[config.mk]
export PLATFORM = sky130hd
export DESIGN_NAME = gic_ctrl
export DESIGN_NICKNAME = d
export VERILOG_FILES = /design/src/sv/gic_pkg.sv /design/src/sv/gic_ctrl.sv
export SDC_FILE = /design/constraint.sdc
export NUM_CORES = 1
export LEC_CHECK = 0
export BUFFER_PORTS_ARGS = -buffer_cell sky130_fd_sc_hd__buf_2
export CAP_MARGIN = 20
export CORE_AREA = 2 2 39 41
export DETAILED_ROUTE_END_ITERATION = 16
export DIE_AREA = 0 0 41 43
export PLACE_DENSITY_LB_ADDON = 0.25
export SLEW_MARGIN = 15
export SYNTH_ARGS = -nofsm -noshare
export SYNTH_HDL_FRONTEND = slang
export SYNTH_SLANG_ARGS = --single-unit
[constraint.sdc]
create_clock -name clk -period 1.8 [get_ports clk]
set_clock_uncertainty 0.2 [all_clocks]
set_input_delay 0.36 -clock clk [delete_from_list [all_inputs] [get_ports clk]]
set_output_delay 0.36 -clock clk [all_outputs]
set_load 0.05 [all_outputs]
[src/sv/gic_pkg.sv]
`timescale 1ns / 1ps
`default_nettype none
package gic_pkg;

    localparam int MAX_INTERVALS_DEF = 1024;
    localparam int COORD_WIDTH_DEF   = 32;
    localparam int COUNT_WIDTH       = 11;

    typedef enum logic [2:0] {
        ST_LOAD,
        ST_INIT,
        ST_SCAN,
        ST_DRAIN,
        ST_EVAL,
        ST_OUT
    } gic_state_t;

    typedef struct packed {
        logic load;      // store accepted item
        logic init;      // start cover run
        logic issue;     // read next entry
        logic advance;   // take best, start next pass
        logic finish_ok;
        logic finish_fail;
    } gic_cmd_t;

    typedef struct packed {
        logic issue_done;
        logic found;
        logic reach;     // best reaches target
        logic stall;     // best does not pass covered point
    } gic_status_t;

endpackage
`default_nettype wire

[src/sv/gic_ctrl.sv]
`timescale 1ns / 1ps
`default_nettype none
module gic_ctrl (
    input  wire logic                 clk,
    input  wire logic                 rst_n,
    input  wire logic                 in_valid,
    input  wire logic                 in_last,
    output logic                      in_ready,
    output logic                      out_valid,
    input  wire logic                 out_ready,
    input  wire gic_pkg::gic_status_t status,
    output gic_pkg::gic_cmd_t         cmd
);
    import gic_pkg::*;

    gic_state_t state_reg, state_next;

    always_ff @(posedge clk or negedge rst_n)
    begin
        if (!rst_n)
        begin
            state_reg <= ST_LOAD;
        end
        else
        begin
            state_reg <= state_next;
        end
    end

    always_comb
    begin
        state_next = state_reg;
        cmd        = '0;
        in_ready   = 1'b0;
        out_valid  = 1'b0;
        case (state_reg)
            ST_LOAD:
            begin
                in_ready = 1'b1;
                if (in_valid)
                begin
                    cmd.load = 1'b1;
                    if (in_last)
                    begin
                        state_next = ST_INIT;
                    end
                end
            end
            ST_INIT:
            begin
                cmd.init   = 1'b1;
                state_next = ST_SCAN;
            end
            ST_SCAN:
            begin
                if (status.issue_done)
                begin
                    state_next = ST_DRAIN;
                end
                else
                begin
                    cmd.issue = 1'b1;
                end
            end
            ST_DRAIN:
            begin
                state_next = ST_EVAL;
            end
            ST_EVAL:
            begin
                if (!status.found)
                begin
                    cmd.finish_fail = 1'b1;
                    state_next      = ST_OUT;
                end
                else if (status.reach)
                begin
                    cmd.finish_ok = 1'b1;
                    state_next    = ST_OUT;
                end
                else if (status.stall)
                begin
                    cmd.finish_fail = 1'b1;
                    state_next      = ST_OUT;
                end
                else
                begin
                    cmd.advance = 1'b1;
                    state_next  = ST_SCAN;
                end
            end
            ST_OUT:
            begin
                out_valid = 1'b1;
                if (out_ready)
                begin
                    state_next = ST_LOAD;
                end
            end
            default:
            begin
                state_next = ST_LOAD;
            end
        endcase
    end
endmodule
`default_nettype wire

==> metrics.yaml, run 1 <==
logic_synthesis:
  synthCells: 30
  synth-edff-count: 0
  yosys.area.top_type: "dfrtp_1"
  yosys-top-cells-count: "nand2_1, dfrtp_1, nor2_1, nor3b_1"
  synth_area_um2: 245
  ys_ff_latch: 3
  synth_top_area_share_pct: 30.6
  yosys.cell_count.top_type: "nand2_1"
  syn_avg_cell_area_um2: 8.17
  yosysWarnings: 0
  synthTopCellsByArea: "dfrtp_1, nor3b_1, nand2_1, and2_1, nor3b_2"
  synth_nets: 39
  seq_area_frac_synth_pct: 30.6
  synthFlopType: "dfrtp_1"
  synth.distinct_cells: 19
  async_flop_share_pct: 100
floorplanning:
  die_y_um: 43
  die_area_um2: 1760
  start_util_pct: 17.7
  ios: 17
  fp.dieW_um: 41
  core_area_um2: 1380
  num_rows: 14
detailed_routing:
  first_pass_iters: 4
  vias_per_cell: 4.35
  wire_per_inst_um: 11.5
  finalWirelength_um: 826
  antenna_left: 0
  vias: 313
  drc: 0
  drt-initial-drc-count: 5
global_route:
  grt_usage_pct: 12.3
  grt_max_degree: 8
  grt_pass1_vias: 330
  grt_first_pass_wirelength_um: 1390
  antenna_found_initial: 0
  grt_overflow_total: 0
final_layout:
  drive_gt1_share_pct: 73.2
  fin_area_um2: 537
  synthToLayoutAreaGrowth_pct: 119
  largest_reg_flops: 3
  final_nets: 66
  num_antenna_cells: 0
critical_path:
  start_kind: "register"
  critical_path.max_stage_delay_ns: 0.40
  critPathLaunch: "state_reg[2]"
  path_delay_family: "flip-flops"
  crit_arrival_ns: 1.27
  critPathKind: "register to output pin"
  reg2reg_from: "state_reg[1]"
  cp.required_ns: 1.24
  crit_fanout: 7
  crit_buf_inv: 2
  path_cells: "buf_6 -> nor3_4 -> and2_4 -> buf_8"
  cp_slowest_cell: "dfrtp_1"
  crit_path_end_kind: "output pin"
cts:
  clk_pin_slew_ns: 0.04
  clock_latency_ns: 0.24
  cts_buffers: 3
  clockBufferDepth: 2
  root_buffer: "clkbuf_4"
  clkSinkCount: 3
  cts_tree: "yes"
  htree_levels: 1
timing:
  slew_violations: 0
  hold_violations: 0
  hold_ws_ns: 0.238
  fmax_mhz: 546
  min_period_over_period_pct: 102
  rsz0062_at_grt: "true"
  setup_slack_ns: -0.0300
  worstMarginPinSlew_ns: 0.226
  fin_crit_ns: 1.83
  setup_viol: 3
  max-slew-margin-rel_pct: 84.9
run:
  max_cap_violations: 0
outcome:
  violations: "negative setup slack"
  outcome: "finished with violations"
placed_design:
  placed_area_um2: 395
  pre_cts_ws_ns: 0.0311
  io_buffers: 16
  dp_hpwl_um: 525
  place_congestion: 0.686
power:
  p_per_area_nw_per_um2: 1650
  leakagePower_nw: 0.243
  ir_drop_uv: 660
worst_hold_path:
  min_path_type: "input port to register"
  hold_path.startpoint: "out_ready"
final timing paths:
path | cells after the start | endpoint | slack [ns]
min reg2reg | 3 | state_reg[2] | 0.41
min in group asynchronous | 2 | state_reg[0] | 0.25
max | 4 | cmd[5] | -0.03
max in group asynchronous | 2 | state_reg[1] | 1.03
min | 4 | state_reg[0] | 0.24
max reg2reg | 3 | state_reg[1] | 0.44
logic make-up after synthesis:
logic type	share of synthesized area [%]
AO/OA/AOI/OAI	16.3
flip-flops	30.6
AND/OR/NAND/NOR	48.5
buffers and inverters	4.59
layout make-up:
cell class | instances | area, um2
fillers | 154 | 847
repair buffers | 24 | 208
multi-input cells | 25 | 206
flip-flops and latches | 3 | 76.3
clock buffers | 4 | 26.3
well taps | 16 | 20.0
where the power goes:
group | switching, W | internal, W | total, W
Clock | 0.0000379 | 0.0000833 | 0.000121
Sequential | 0.0000388 | 0.0000986 | 0.000137
Combinational | 0.000338 | 0.000289 | 0.000627
timing repair:
action / CTS / global route
gates cloned: 0 / 0
resized for setup: 22 / 7
pin swaps: 4 / 5
hold endpoints to repair: 3 / 0
setup endpoints to repair: 8 / 8
hold buffers: 1 / 0
setup buffers: 2 / 0
stage by stage:
stage,utilization (%),setup TNS [ns],total power [W],instances
2_1_floorplan,-,-0.352,0.000465,30
3_3_place_gp,28.6,0,0.000595,65
3_5_place_dp,28.6,0,0.000591,65
4_1_cts,37.1,-0.0654,0.000845,72
5_1_grt,38.8,-0.349,0.000944,72
6_report,38.8,-0.0644,0.000886,72
placed cells by master (no fill, tap or decap), types with 2 or more instances in the layout:
| cell | n |
|---|---|
| and2_4 | 2 |
| buf_2 | 8 |
| buf_4 | 5 |
| buf_6 | 8 |
| buf_8 | 2 |
| clkbuf_4 | 3 |
| dfrtp_1 | 2 |
| nand2_1 | 3 |
| nor2_2 | 2 |
| nor3b_2 | 3 |
| o21ai_0 | 2 |
per-layer routing:
metal / GRT usage [%] / up-vias / part of all wire [%]
met1: 15.6 / 140 / 39
met4: 10.0 / 0 / 0
met3: 5.24 / 0 / 6.1
met5: 0 / - / 0
li1: - / 159 / -
met2: 15.3 / 14 / 55
tightest hold or removal path: stages:
cell and delay, ns:
buf_2 0.08, nor3b_1 0.04, nand2_1 0.06, o211ai_1 0.08
No activity file was read; power rests on OpenSTA's default activity.
==> run 2, diff against run 1 <==
--- a/config.mk
+++ b/config.mk
@@ -5,7 +5,7 @@
 export SDC_FILE = /design/constraint.sdc
 export NUM_CORES = 1
 export LEC_CHECK = 0
-export BUFFER_PORTS_ARGS = -buffer_cell sky130_fd_sc_hd__buf_2
+export BUFFER_PORTS_ARGS = -buffer_cell sky130_fd_sc_hd__buf_4
 export CAP_MARGIN = 20
 export CORE_AREA = 2 2 39 41
 export DETAILED_ROUTE_END_ITERATION = 16
==> metrics.yaml, run 2 (synthesis results as in run 1) <==
floorplanning:
  die_y_um: 43
  start_util_pct: 17.7
  core_area_um2: 1380
  num_rows: 14
  die_area_um2: 1760
  fp.dieW_um: 41
  ios: 17
cts:
  clk_pin_slew_ns: 0.03
  htree_levels: 1
  cts_buffers: 3
  cts_tree: "yes"
  clkSinkCount: 3
  root_buffer: "clkbuf_4"
  clock_latency_ns: 0.23
  clockBufferDepth: 2
timing:
  fmax_mhz: 547
  min_period_over_period_pct: 102
  slew_violations: 0
  fin_crit_ns: 1.83
  setup_slack_ns: -0.0272
  worstMarginPinSlew_ns: 0.225
  setup_viol: 4
  rsz0062_at_grt: "true"
  hold_ws_ns: 0.244
  max-slew-margin-rel_pct: 85.0
  hold_violations: 0
power:
  ir_drop_uv: 794
  power_frac_comb_pct: 71.4
  power.total_w: 0.000911
  seqPwrFrac_pct: 15.9
  switchingPower_w: 0.000403
  leakagePower_nw: 0.261
  sw_frac_of_total_pct: 44.2
  p_int_w: 0.000508
  clockPowerShare_pct: 12.7
  p_per_area_nw_per_um2: 1590
critical_path:
  rr_worst_depth: 4
  r2r_end: "state_reg[1]"
  critPathKind: "register to output pin"
  crit_fanout: 5
  critical_path.max_stage_delay_ns: 0.43
  crit_path_end_kind: "output pin"
  cp.required_ns: 1.24
  cp_slowest_cell: "dfrtp_2"
  path_cells: "buf_6 -> nor3_4 -> and2_4 -> buf_8"
  crit_arrival_ns: 1.27
  r2r_slack_ns: 0.41
  reg2reg_from: "state_reg[0]"
  start_kind: "register"
global_route:
  grt_usage_pct: 11.5
  grt_max_degree: 11
  grt_util_met2_pct: 14.4
  busiest_layer: "met1"
  grt_first_pass_wirelength_um: 1320
  use_met3_pct: 3.66
  grt_pass1_vias: 321
  antenna_found_initial: 0
  grt_util_met1_pct: 15.9
  grt_overflow_total: 0
final_layout:
  layout_commonest_cell: "buf_4"
  largest_reg_flops: 3
  final_cell_mix: "buf_4, buf_6"
  final_core_util_pct: 41.4
  fillCellCount: 157
  num_antenna_cells: 0
  final_nets: 69
  drive_gt1_share_pct: 74.6
  synthToLayoutAreaGrowth_pct: 134
outcome:
  outcome: "finished with violations"
  violations: "negative setup slack"
detailed_routing:
  antenna_left: 0
  drc: 0
  finalWirelength_um: 783
  first_pass_iters: 1
  vias_per_cell: 4.39
  wire_per_inst_um: 10.4
  vias: 329
  drt-initial-drc-count: 0
worst_hold_path:
  min_path_type: "input port to register"
  min_delay_path_depth: 4
  min_to: "state_reg[0]"
  hold_path.startpoint: "out_ready"
placed_design:
  dp_hpwl_um: 548
  pre_cts_ws_ns: 0.0763
  place_congestion: 0.683
  io_buffers: 16
run:
  max_cap_violations: 0
## run 2: changes by cell type in the layout (fill, tap and decap cells not counted), sizes merged
| cell | before | now |
|---|---|---|
| buf | 23 | 26 |
## run 2: cell type report
cell class                      instances  area, um2  share of cell area (%)
Clock buffer                            4       26.3                    4.59
Timing Repair Buffer                   27        250                    43.7
Sequential cell                         3       77.6                    13.5
Tap cell                               16       20.0                    3.49
Multi-Input combinational cell         25        199                    34.7
## run 2: metal layers
metal	up-vias	wire (um)
met3	0	33
met5	-	0
met4	0	0
met2	11	430
li1	164	-
met1	154	319
## run 2: what timing repair did
| item | 4_1_cts | 5_1_grt |
|---|---|---|
| hold endpoints to repair | 3 | 0 |
| hold buffers | 1 | 0 |
| resized for setup | 13 | 7 |
| pin swaps | 3 | 1 |
| buffers inserted | 2 | 4 |
| setup endpoints to repair | 8 | 8 |
## run 2: worst max-delay path by stage
stage	slack, ns	end	cells after the start	from
global placement	0.08	cmd[2]	4	status[1]
floorplan	-0.24	cmd[5]	3	state_reg[0]
detailed placement	0.08	cmd[2]	4	status[1]
CTS	-0.06	cmd[5]	4	state_reg[2]
finish	-0.03	cmd[5]	4	state_reg[2]
global route	-0.10	cmd[0]	5	state_reg[1]
## run 2: worst max-delay path, delay by kind of cell, from the launching register on
| family | cells | cell delay [ns] |
|---|---|---|
| buffers and inverters | 2 | 0.28 |
| DFF | 1 | 0.43 |
| and+or+nand+nor | 2 | 0.34 |
## run 2: power by group through the flow
stage	clock [W]	sequential, W	combinational, W
CTS	0.000122	0.000142	0.000581
floorplan	0	0.000114	0.000351
detailed placement	0	0.000136	0.000488
global route	0.000125	0.000151	0.000701
finish	0.000116	0.000145	0.000651
global placement	0	0.000136	0.000488
## run 2: per-stage QoR
| step | TNS (ns) | area, um2 | cells |
|---|---|---|---|
| finish | -0.0619 | 573 | 75 |
| global route | -0.447 | 573 | 75 |
| CTS | -0.159 | 524 | 71 |
| detailed placement | 0 | 428 | 64 |
| global placement | 0 | 428 | 64 |
| floorplan | -0.352 | 269 | 30 |
